**config.mk**
```make
export PLATFORM = sky130hd
export DESIGN_NAME = utf8_to_ucs2_decoder
export DESIGN_NICKNAME = d
export VERILOG_FILES = /design/src/design/u8dec_pkg.sv /design/src/design/utf8_to_ucs2_decoder.sv
export SDC_FILE = /design/constraint.sdc
export NUM_CORES = 1
export LEC_CHECK = 0
export BUFFER_PORTS_ARGS = -buffer_cell sky130_fd_sc_hd__buf_2
export CAP_MARGIN = 15
export CORE_ASPECT_RATIO = 0.9
export CORE_UTILIZATION = 48
export CTS_BUF_LIST = sky130_fd_sc_hd__clkbuf_4
export DETAILED_ROUTE_END_ITERATION = 8
export GPL_ROUTABILITY_DRIVEN = 0
export PLACE_DENSITY = 0.74
export SLEW_MARGIN = 20
export SYNTH_ARGS = -nofsm -noshare
export SYNTH_HDL_FRONTEND = slang
export SYNTH_SLANG_ARGS = --single-unit
```
**constraint.sdc**
```tcl
create_clock -name clk -period 3.7 [get_ports clk]
set_clock_uncertainty 0.05 [all_clocks]
set_input_delay 0.74 -clock clk [delete_from_list [all_inputs] [get_ports clk]]
set_output_delay 0.74 -clock clk [all_outputs]
set_load 0.02 [all_outputs]
```
**src/design/u8dec_pkg.sv**
```systemverilog
// Package for the UTF-8 decoder: field widths, status codes and lead-byte patterns.
package u8dec_pkg;

	localparam int unsigned ByteW    = 8;
	localparam int unsigned CpW      = 21;
	localparam int unsigned StatusW  = 2;
	localparam int unsigned HeldW    = 2;
	localparam int unsigned PayloadW = 18;

	// result status codes
	localparam logic [StatusW-1:0] ST_OK      = 2'd0;
	localparam logic [StatusW-1:0] ST_TRUNC   = 2'd1;
	localparam logic [StatusW-1:0] ST_INVALID = 2'd2;
	localparam logic [StatusW-1:0] ST_RANGE   = 2'd3;

	// largest code point that fits in 16 bits
	localparam logic [CpW-1:0] Limit16 = 21'h00FFFF;

	// lead byte prefixes
	localparam logic [2:0] LEAD2_PFX = 3'b110;
	localparam logic [3:0] LEAD3_PFX = 4'b1110;
	localparam logic [4:0] LEAD4_PFX = 5'b11110;

	// one decoded result word
	typedef struct packed {
		logic [CpW-1:0]     code_point;
		logic [StatusW-1:0] status;
	} result_t;

endpackage

```
**src/design/utf8_to_ucs2_decoder.sv**
```systemverilog
// UTF-8 to 16-bit code point decoder: byte decode, sequence state and output buffer.
//
// Input channel: byte_valid/byte_ready carry one text byte (in_byte) with
// end_of_text set on the final byte of the text. Output channel:
// result_valid/result_ready carry one result word (code_point, status).
// A byte that completes a sequence, ends the text mid-sequence or closes an
// illegal four-byte run yields one result; other bytes only update state.
// Each byte is decoded in the cycle it is accepted and its result word is
// registered in the output register, or in the skid register while that is occupied.
// Throughput is one byte per cycle while byte_ready is high, set by the single
// decode stage that updates the held lead byte, byte count and payload bits.
// The output has a two-word buffer (output register plus skid register):
// while the receiver stalls, one more result can be taken in, and
// byte_ready drops only once the skid register is full. Bytes that make
// no result are still accepted then only if the skid is free.
// Reset (arst_n low) clears the sequence state and the valid flags of both buffer entries;
// the block then waits idle for a lead byte.
module utf8_to_ucs2_decoder (
	input  logic                          clk,
	input  logic                          arst_n,
	input  logic                          byte_valid,
	output logic                          byte_ready,
	input  logic [u8dec_pkg::ByteW-1:0]   in_byte,
	input  logic                          end_of_text,
	output logic                          result_valid,
	input  logic                          result_ready,
	output logic [u8dec_pkg::CpW-1:0]     code_point,
	output logic [u8dec_pkg::StatusW-1:0] status
);

	// sequence state
	logic [u8dec_pkg::HeldW-1:0]    held_q;
	logic [u8dec_pkg::ByteW-1:0]    lead_q;
	logic [u8dec_pkg::PayloadW-1:0] payload_q;

	// output buffer
	u8dec_pkg::result_t out_q, skid_q;
	logic               out_valid_q, skid_valid_q;

	// decode results
	logic                           accept, pop, push;
	u8dec_pkg::result_t             res;
	logic [u8dec_pkg::HeldW-1:0]    held_d;
	logic [u8dec_pkg::ByteW-1:0]    lead_d;
	logic [u8dec_pkg::PayloadW-1:0] payload_d;
	logic [2:0]                     pos;
	logic [u8dec_pkg::PayloadW-1:0] acc;
	logic [u8dec_pkg::CpW-1:0]      cp4;

	assign byte_ready = !skid_valid_q;
	assign accept     = byte_valid && byte_ready;
	assign pop        = out_valid_q && result_ready;

	assign pos = {1'b0, held_q} + 3'd1;
	assign acc = {payload_q[u8dec_pkg::PayloadW-7:0], in_byte[5:0]};
	assign cp4 = {lead_q[2:0], acc};

	// byte decode: one step of the sequence
	always_comb begin
		push           = 1'b0;
		res.code_point = '0;
		res.status     = u8dec_pkg::ST_OK;
		held_d         = '0;
		lead_d         = '0;
		payload_d      = '0;
		if (held_q == '0) begin
			if (!in_byte[7]) begin
				push           = 1'b1;
				res.code_point = {14'd0, in_byte[6:0]};
			end else if (end_of_text) begin
				push       = 1'b1;
				res.status = u8dec_pkg::ST_TRUNC;
			end else begin
				held_d = 2'd1;
				lead_d = in_byte;
			end
		end else if (pos == 3'd2 && lead_q[7:5] == u8dec_pkg::LEAD2_PFX) begin
			push           = 1'b1;
			res.code_point = {10'd0, lead_q[4:0], 6'd0} | {3'd0, acc};
		end else if (pos == 3'd3 && lead_q[7:4] == u8dec_pkg::LEAD3_PFX) begin
			push           = 1'b1;
			res.code_point = {5'd0, lead_q[3:0], 12'd0} | {3'd0, acc};
		end else if (pos == 3'd4) begin
			push = 1'b1;
			if (lead_q[7:3] == u8dec_pkg::LEAD4_PFX) begin
				if (cp4 > u8dec_pkg::Limit16) begin
					res.status = u8dec_pkg::ST_RANGE;
				end else begin
					res.code_point = cp4;
				end
			end else begin
				res.status = u8dec_pkg::ST_INVALID;
			end
		end else if (end_of_text) begin
			push       = 1'b1;
			res.status = u8dec_pkg::ST_TRUNC;
		end else begin
			held_d    = pos[u8dec_pkg::HeldW-1:0];
			lead_d    = lead_q;
			payload_d = acc;
		end
	end

	// sequence state update
	always_ff @(posedge clk or negedge arst_n) begin
		if (!arst_n) begin
			held_q    <= '0;
			lead_q    <= '0;
			payload_q <= '0;
		end else if (accept) begin
			held_q    <= held_d;
			lead_q    <= lead_d;
			payload_q <= payload_d;
		end
	end

	// output register with skid
	always_ff @(posedge clk or negedge arst_n) begin
		if (!arst_n) begin
			out_valid_q  <= 1'b0;
			skid_valid_q <= 1'b0;
		end else if (!out_valid_q || pop) begin
			if (skid_valid_q) begin
				out_valid_q  <= 1'b1;
				skid_valid_q <= accept && push;
			end else begin
				out_valid_q  <= accept && push;
			end
		end else if (accept && push) begin
			skid_valid_q <= 1'b1;
		end
	end

	always_ff @(posedge clk) begin
		if (!out_valid_q || pop) begin
			if (skid_valid_q) begin
				out_q  <= skid_q;
				skid_q <= res;
			end else begin
				out_q  <= res;
			end
		end else if (accept && push) begin
			skid_q <= res;
		end
	end

	assign result_valid = out_valid_q;
	assign code_point   = out_q.code_point;
	assign status       = out_q.status;

	// skid entry only fills behind a held output word
	a_skid_behind_out: assert property (@(posedge clk) disable iff (!arst_n)
		skid_valid_q |-> out_valid_q)
		else $error("skid word held without output word");

	// error results carry a zero code point
	a_err_zero: assert property (@(posedge clk) disable iff (!arst_n)
		(out_valid_q && out_q.status != u8dec_pkg::ST_OK) |-> out_q.code_point == '0)
		else $error("nonzero code point on error status");

	// good results fit in 16 bits
	a_ok_range: assert property (@(posedge clk) disable iff (!arst_n)
		(out_valid_q && out_q.status == u8dec_pkg::ST_OK)
			|-> out_q.code_point <= u8dec_pkg::Limit16)
		else $error("ok result above 16 bits");

	// no payload gathered before the first continuation byte
	a_payload_clear: assert property (@(posedge clk) disable iff (!arst_n)
		(held_q == 2'd0 || held_q == 2'd1) |-> payload_q == '0)
		else $error("payload bits set with no continuation held");

endmodule
```
==> summary.md, run 1 <==
| Metric | Value |
|---|---|
| Count leader, synth | `edfxtp_1` |
| Post-synthesis xor/xnor area fraction | `0%` |
| # hold bufs at CTS | `0` |
| Final WL | `6163 microns` |
| Most common library cells after synthesis | `46 x edfxtp_1, 26 x nand2_1, 24 x dfrtp_1` |
| Die X | `87.55 microns` |
| Worst-margin pin slew | `829.9 ps` |
| Min Hold Slack | `236.3 ps` |
| Post-synthesis cell count | `246` |
| Pwr Density | `570.9 nW/um^2` |
| Sequential cell area | `1982 sq um` |
| CTS Buf Count | `9` |
| Die Height | `79.00 microns` |
| Main synth FF type | `edfxtp_1` |
| Post-synth EDFFs | `46` |
| Share of cells above drive strength 1 | `28.33%` |
| # clock sinks | `70` |
| Unrepaired setup endpoints after global routing | `false` |
| Initial Utilization | `50.59%` |
| Syn_area_per_cell | `12.85 sq um` |
| Setup_tns | `0 ps` |
| Vias post-DR | `2,104` |
| Initial antenna violation count | `0` |
| Initial DRC Count | `115` |
| Final period utilization | `65.89%` |
| Area growth from synthesis to layout | `12.70%` |
| Max Root-Sink Buffers | `2` |
| Tot Pwr | `2.034 mW` |
| Vias in the first global route | `1,996` |
| Top-area cell type share of the netlist area | `43.69%` |
| Final hold vios | `0` |
| Root Driver | `clkbuf_4` |
| Post-synth top area cell | `edfxtp_1` |
| Synthesized flop and latch total | `70` |
| Nature of the critical path startpoint | `flop` |
| Critical-path cell list | `inv_1, ha_1, nand2_1, nor2_1, or2_2, o21ai_4` |
| Worst Path Required | `3690 ps` |
| Peak VDD IR | `0.2288 mV` |
| Worst min path class | `in -> async` |
| Die ar. | `6916 sq um` |
| Fill count | `526` |
| Period minus WS final | `2438 ps` |
| Largest family of logic cells by synthesized area | `compound AO/OA/AOI/OAI gates` |
| # resized after CTS | `0` |
| # IOs | `38` |
| DR DRC count | `0` |
| YS warnings | `0` |
| Pin count of the biggest net entering global routing | `41` |
| CP bufs+invs | `1` |
| Worst Setup SP | `held_q[0]$_DFFE_PN0P_` |
| # diodes | `0` |
| Post-DRT Antenna Nets | `0` |
| Setup Fix Bufs, Post-CTS | `0` |
| Post-synthesis compound-gate area fraction | `16.22%` |
| Final net count | `305` |
| Slowest stage cell, crit path | `o21ai_4` |
| Seq/Total Area, Yosys | `62.68%` |
| Adder-Cell Fraction of Synth Area | `1.583%` |
| Max Cap Viol | `0` |
| CTS H-Tree Depth | `3` |
| Type of the worst setup path | `reg -> reg` |
| Final Slew Violations | `0` |
| WL per Instance | `16.22 microns` |
| Post-Synth Simple-Gate Area | `12.31%` |
| Core ar. | `6250 sq um` |
| Slowest cell delay on critical path | `660 ps` |
| Slew headroom | `44.46%` |
| Vias per inst | `5.537` |
| Endpoint class of the critical path | `flop` |
| Tot GR Track Use | `19.64%` |
| Crit-path leading delay family | `compound AO/OA/AOI/OAI gates` |
| Arrival @ worst endpoint | `2430 ps` |
| Total gr overflow | `0` |
| Outcome | `finished, final reports clean` |
| CTS tree | `yes` |
| Reg2reg start | `held_q[0]$_DFFE_PN0P_` |
| Pre-CTS setup slack | `811.6 ps` |
| Clock Latency Late Sink | `410 ps` |
| Port buffer count | `37` |
| Static Leakage | `1.480 nW` |
| Num rows | `27` |
| Global-route wire length before repair | `10,010 microns` |
| Final number of setup-violating endpoints | `0` |
| Max Fclk | `0.4102 GHz` |
| Synth area leaders | `edfxtp_1 44%, dfrtp_1 19%, o41ai_2 5.1%` |
| Area of the multi-input gates | `1082 sq um` |
| Ys async rst share | `34.29%` |
| CP max FO | `23` |
| Cell Area, Synth | `3162 sq um` |
| Clock transition at the registers of the reported paths | `120 ps` |
| Final WS setup | `1262 ps` |
| Post-DP HPWL | `4210 microns` |
| Drt pass-1 iters | `4` |
| Yosys cell types | `43` |
| Mux contribution to synthesized area | `3.403%` |
## cells in the final DEF, fill, tap and decap left out, types with 5 or more instances in the layout
cell type and n:
edfxtp_1 46, buf_2 37, a22o_1 15, o21ai_0 5, a21oi_1 10, mux2_4 5
nor3_1 21, and2_1 8, nand2_1 26, nor2_1 6, inv_1 12, clkbuf_4 10
buf_4 7, o41ai_2 10, dfrtp_1 24
## path summary, 6_finish.rpt
| kind | endpoint | slack (ps) | cells after the start |
|---|---|---|---|
| worst max-delay path | skid_q[0]$_DFFE_PP_ | 1260 | 6 |
| worst min-delay path | lead_q[6]$_DFFE_PN0P_ | 240 | 1 |
| worst max register to register | skid_q[0]$_DFFE_PP_ | 1260 | 6 |
| worst min register to register | payload_q[7]$_DFFE_PN0P_ | 470 | 1 |
| max in group asynchronous | payload_q[11]$_DFFE_PN0P_ | 2990 | 1 |
| min in group clk | payload_q[7]$_DFFE_PN0P_ | 470 | 1 |
## routing by layer
layer	up-vias	track usage (%)	wire (microns)
met5	-	0	0
met4	0	5.246	38
met3	4	7.277	364
met2	69	28.36	2736
met1	1023	27.93	3024
li1	1008	-	-
## logic make-up after synthesis
logic type | after synthesis
buf+inv | 28
flops | 70
other cells | 1
simple gates | 76
compound gates | 59
fa+ha+maj | 4
mux | 8
## worst register-to-register path: stages (launching register included)
cell and delay, ps:
dfrtp_1 430, inv_1 80, ha_1 220, nand2_1 210
nor2_1 110, or2_2 320, o21ai_4 660
## metrics by stage
| step | util (%) | instances | area, sq um |
|---|---|---|---|
| floorplan | - | 248 | 3169 |
| CTS | 56.90 | 380 | 3556 |
| finish | 57.02 | 380 | 3563 |
| global placement | 55.24 | 364 | 3452 |
| detailed placement | 55.24 | 364 | 3452 |
| global route | 57.02 | 380 | 3563 |
## sequential cells by signal, summed over array words and instances (netlist names)
register	cells
skid_q	23
code_point	21
payload_q	12
status	2
lead_q	8
skid_valid_q	1
result_valid	1
held_q	2
## power breakdown
part           leakage [nW]  switching, mW  internal [mW]
Combinational         0.627          0.381          0.181
Sequential            0.795         0.0620           1.02
Clock                0.0587          0.256          0.137
Total                  1.48          0.699           1.34
## area by class of cell
cell class | instances | area share [%]
Clock buffer | 10 | 2.107
Inverter | 13 | 1.369
Timing Repair Buffer | 44 | 6.671
Clock inverter | 6 | 0.8076
Tap cell | 87 | 3.055
Multi-Input combinational cell | 150 | 30.37
Sequential cell | 70 | 55.62
No activity file was read; power rests on OpenSTA's default activity.
==> inputs of run 2 (changes only) <==
- PLACE_DENSITY: 0.74 -> 0.76
- clock period: 3.7 -> 1.96 ns (I/O delays scaled with it)
==> run 2 against run 1 <==
The run now ends with negative setup slack left. Sequential power up 89%. Sequential cell count unchanged. Global-route usage up 2.6 points. Cell area up 21%. Non-clock buffer count up 36. Power up 130%. Sequential share of layout area down 9.5 points. Register-to-register slack worse by 1300 ps. Routed wire length up 22%. Maximum frequency up 21%. First-iteration DRC count up 98%. Largest power group unchanged.
==> summary.md, run 2 (synthesized netlist as in run 1, its figures left out) <==
| Metric | Value |
|---|---|
| Slew headroom | `63.49%` |
| CTS H-Tree Depth | `3` |
| Clock Latency Late Sink | `430 ps` |
| Num rows | `27` |
| Global-route wire length before repair | `11,030 microns` |
| CTS Buf Count | `9` |
| Min Hold Slack | `147.5 ps` |
| Clock power share | `24.4%` |
| Hold_sp | `in_byte[2]` |
| Initial antenna violation count | `0` |
| Die X | `87.55 microns` |
| FF-to-FF End | `code_point[8]$_DFFE_PP_` |
| Final WS setup | `-56.82 ps` |
| Net Switching | `1.555 mW` |
| Die ar. | `6916 sq um` |
| Final number of setup-violating endpoints | `17` |
| Drt pass-1 iters | `4` |
| Pwr Density | `1104 nW/um^2` |
| Period minus WS final | `2017 ps` |
| Power Internal | `3.192 mW` |
| Worst Path Required | `2070 ps` |
| Vias post-DR | `2,324` |
| # clock sinks | `70` |
| # IOs | `38` |
| Combinational Power Share | `32.5%` |
| Nature of the critical path startpoint | `flop` |
| Tot GR Track Use | `22.21%` |
| Share of cells above drive strength 1 | `43.33%` |
| Worst min path class | `in -> reg` |
| Setup crit end | `code_point[8]$_DFFE_PP_` |
| Worst Hold Path Cells | `2` |
| Final Slew Violations | `0` |
| CTS tree | `yes` |
| Final WL | `7547 microns` |
| Unrepaired setup endpoints after global routing | `true` |
| Vias per inst | `5.573` |
| Final net count | `342` |
| Largest Register | `skid_q` |
| Register-to-Register Path Depth | `8` |
| WL per Instance | `18.10 microns` |
| Inst Count DP | `381` |
| Final hold vios | `0` |
| Final std cells w/o fill | `417` |
| Outcome | `complete, but fails checks` |
| Initial DRC Count | `228` |
| Max FFs per register | `23` |
| Fin area | `4302 sq um` |
| Static Leakage | `1.832 nW` |
| Total gr overflow | `0` |
| CP max FO | `5` |
| DP Area | `3620 sq um` |
| Failing checks | `negative setup slack` |
| Vias in the first global route | `2,138` |
| Post-DP HPWL | `4390 microns` |
| Fill count | `422` |
| Post-DRT Antenna Nets | `0` |
| Final period utilization | `102.9%` |
| Root Driver | `clkbuf_4` |
| Commonest non-fill, non-tap cell in the layout | `edfxtp_1` |
| Area of the multi-input gates | `1331 sq um` |
| Max Root-Sink Buffers | `2` |
| Commonest non-fill, non-tap cells in the layout | `46 x edfxtp_1, 37 x buf_2, 24 x nand2_1` |
| Die Height | `79.00 microns` |
| Sequential cell area | `1983 sq um` |
| Worst-margin pin slew | `547.6 ps` |
| Worst Setup SP | `held_q[0]$_DFFE_PN0P_` |
| Type of the worst setup path | `reg -> reg` |
| Initial Utilization | `50.59%` |
| Endpoint class of the critical path | `flop` |
| Max Cap Viol | `0` |
| DR DRC count | `0` |
| Flop pwr share | `43.0%` |
| Reg2reg setup slack | `-60 ps` |
| Arrival @ worst endpoint | `2120 ps` |
| Sw Ratio | `32.75%` |
| Reg2reg start | `held_q[0]$_DFFE_PN0P_` |
| Area growth from synthesis to layout | `36.05%` |
| Clock transition at the registers of the reported paths | `120 ps` |
| Max Fclk | `0.4958 GHz` |
| Peak VDD IR | `0.5897 mV` |
| Top flop regs | `skid_q x23, code_point x21, payload_q x12` |
| Pin count of the biggest net entering global routing | `41` |
| # diodes | `0` |
| Port buffer count | `37` |
| Core ar. | `6250 sq um` |
run 2: changes by cell type in the layout (fill, tap and decap cells not counted), moves of 3 or more:
cell / change
a21oi_1: -3
buf_12: +3
buf_4: +16
buf_6: +13
bufinv_16: +3
clkbuf_16: +3
ha_1: -4
ha_4: +4
o41ai_1: -4
o41ai_4: +6
run 2: how the worst min path moves through the flow:
stage	end
after floorplan	held_q[0]$_DFFE_PN0P_
after global placement	lead_q[7]$_DFFE_PN0P_
after detailed placement	lead_q[6]$_DFFE_PN0P_
after CTS	payload_q[2]$_DFFE_PN0P_
after global routing	payload_q[2]$_DFFE_PN0P_
final	payload_q[2]$_DFFE_PN0P_
run 2: power by group through the flow:
stage                     sequential (mW)  combinational, mW  clock [mW]
after CTS                            2.03               1.32        1.18
after global placement               2.06               1.13           0
after global routing                 2.07               1.65        1.24
after floorplan                      2.24              0.582           0
after detailed placement             2.07               1.15           0
final                                2.04               1.54        1.16
run 2: layer usage:
layer / wire (microns) / up-vias / share of wire, % / track usage (%)
met1: 3321 / 1139 / 44 / 30.17
li1: - / 1088 / - / -
met4: 136 / 0 / 1.8 / 7.705
met3: 432 / 12 / 5.7 / 7.900
met5: 0 / - / 0 / 0
met2: 3656 / 85 / 48 / 33.05
run 2: repair_timing:
action                     CTS  global route
hold buffers                 1             0
pin swaps                    5             9
gates resized for setup     11            42
buffers inserted             9             6
cloned                       1             4
setup endpoints to repair   51            56
hold endpoints to repair    24             0
run 2: layout make-up:
class,count,area share (%)
clock buffer,9,1.571
clock inverter,7,2.618
inverter,13,1.134
multi-input combinational,151,30.95
sequential,70,46.10
tap,87,2.531
timing repair buffer,80,15.10
run 2: worst max-delay path: stages (launching register included):
cell and delay, ps:
dfrtp_1 440, buf_6 140, ha_4 150, nand4b_1 120, o21ai_2 110, buf_6 140
a21oi_4 290, clkbuf_16 230, o31ai_1 70
run 2: stage by stage:
step                util, %  total power [mW]  setup TNS (ps)  setup WS, ps
floorplan                 -             2.818           -1801        -78.30
global placement      57.92             3.183           -3458        -145.5
detailed placement    57.92             3.218           -6553        -250.8
CTS                   63.20             4.533          -4.695        -4.695
global route          68.83             4.961           -1495        -82.10
finish                68.83             4.747          -308.3        -56.82
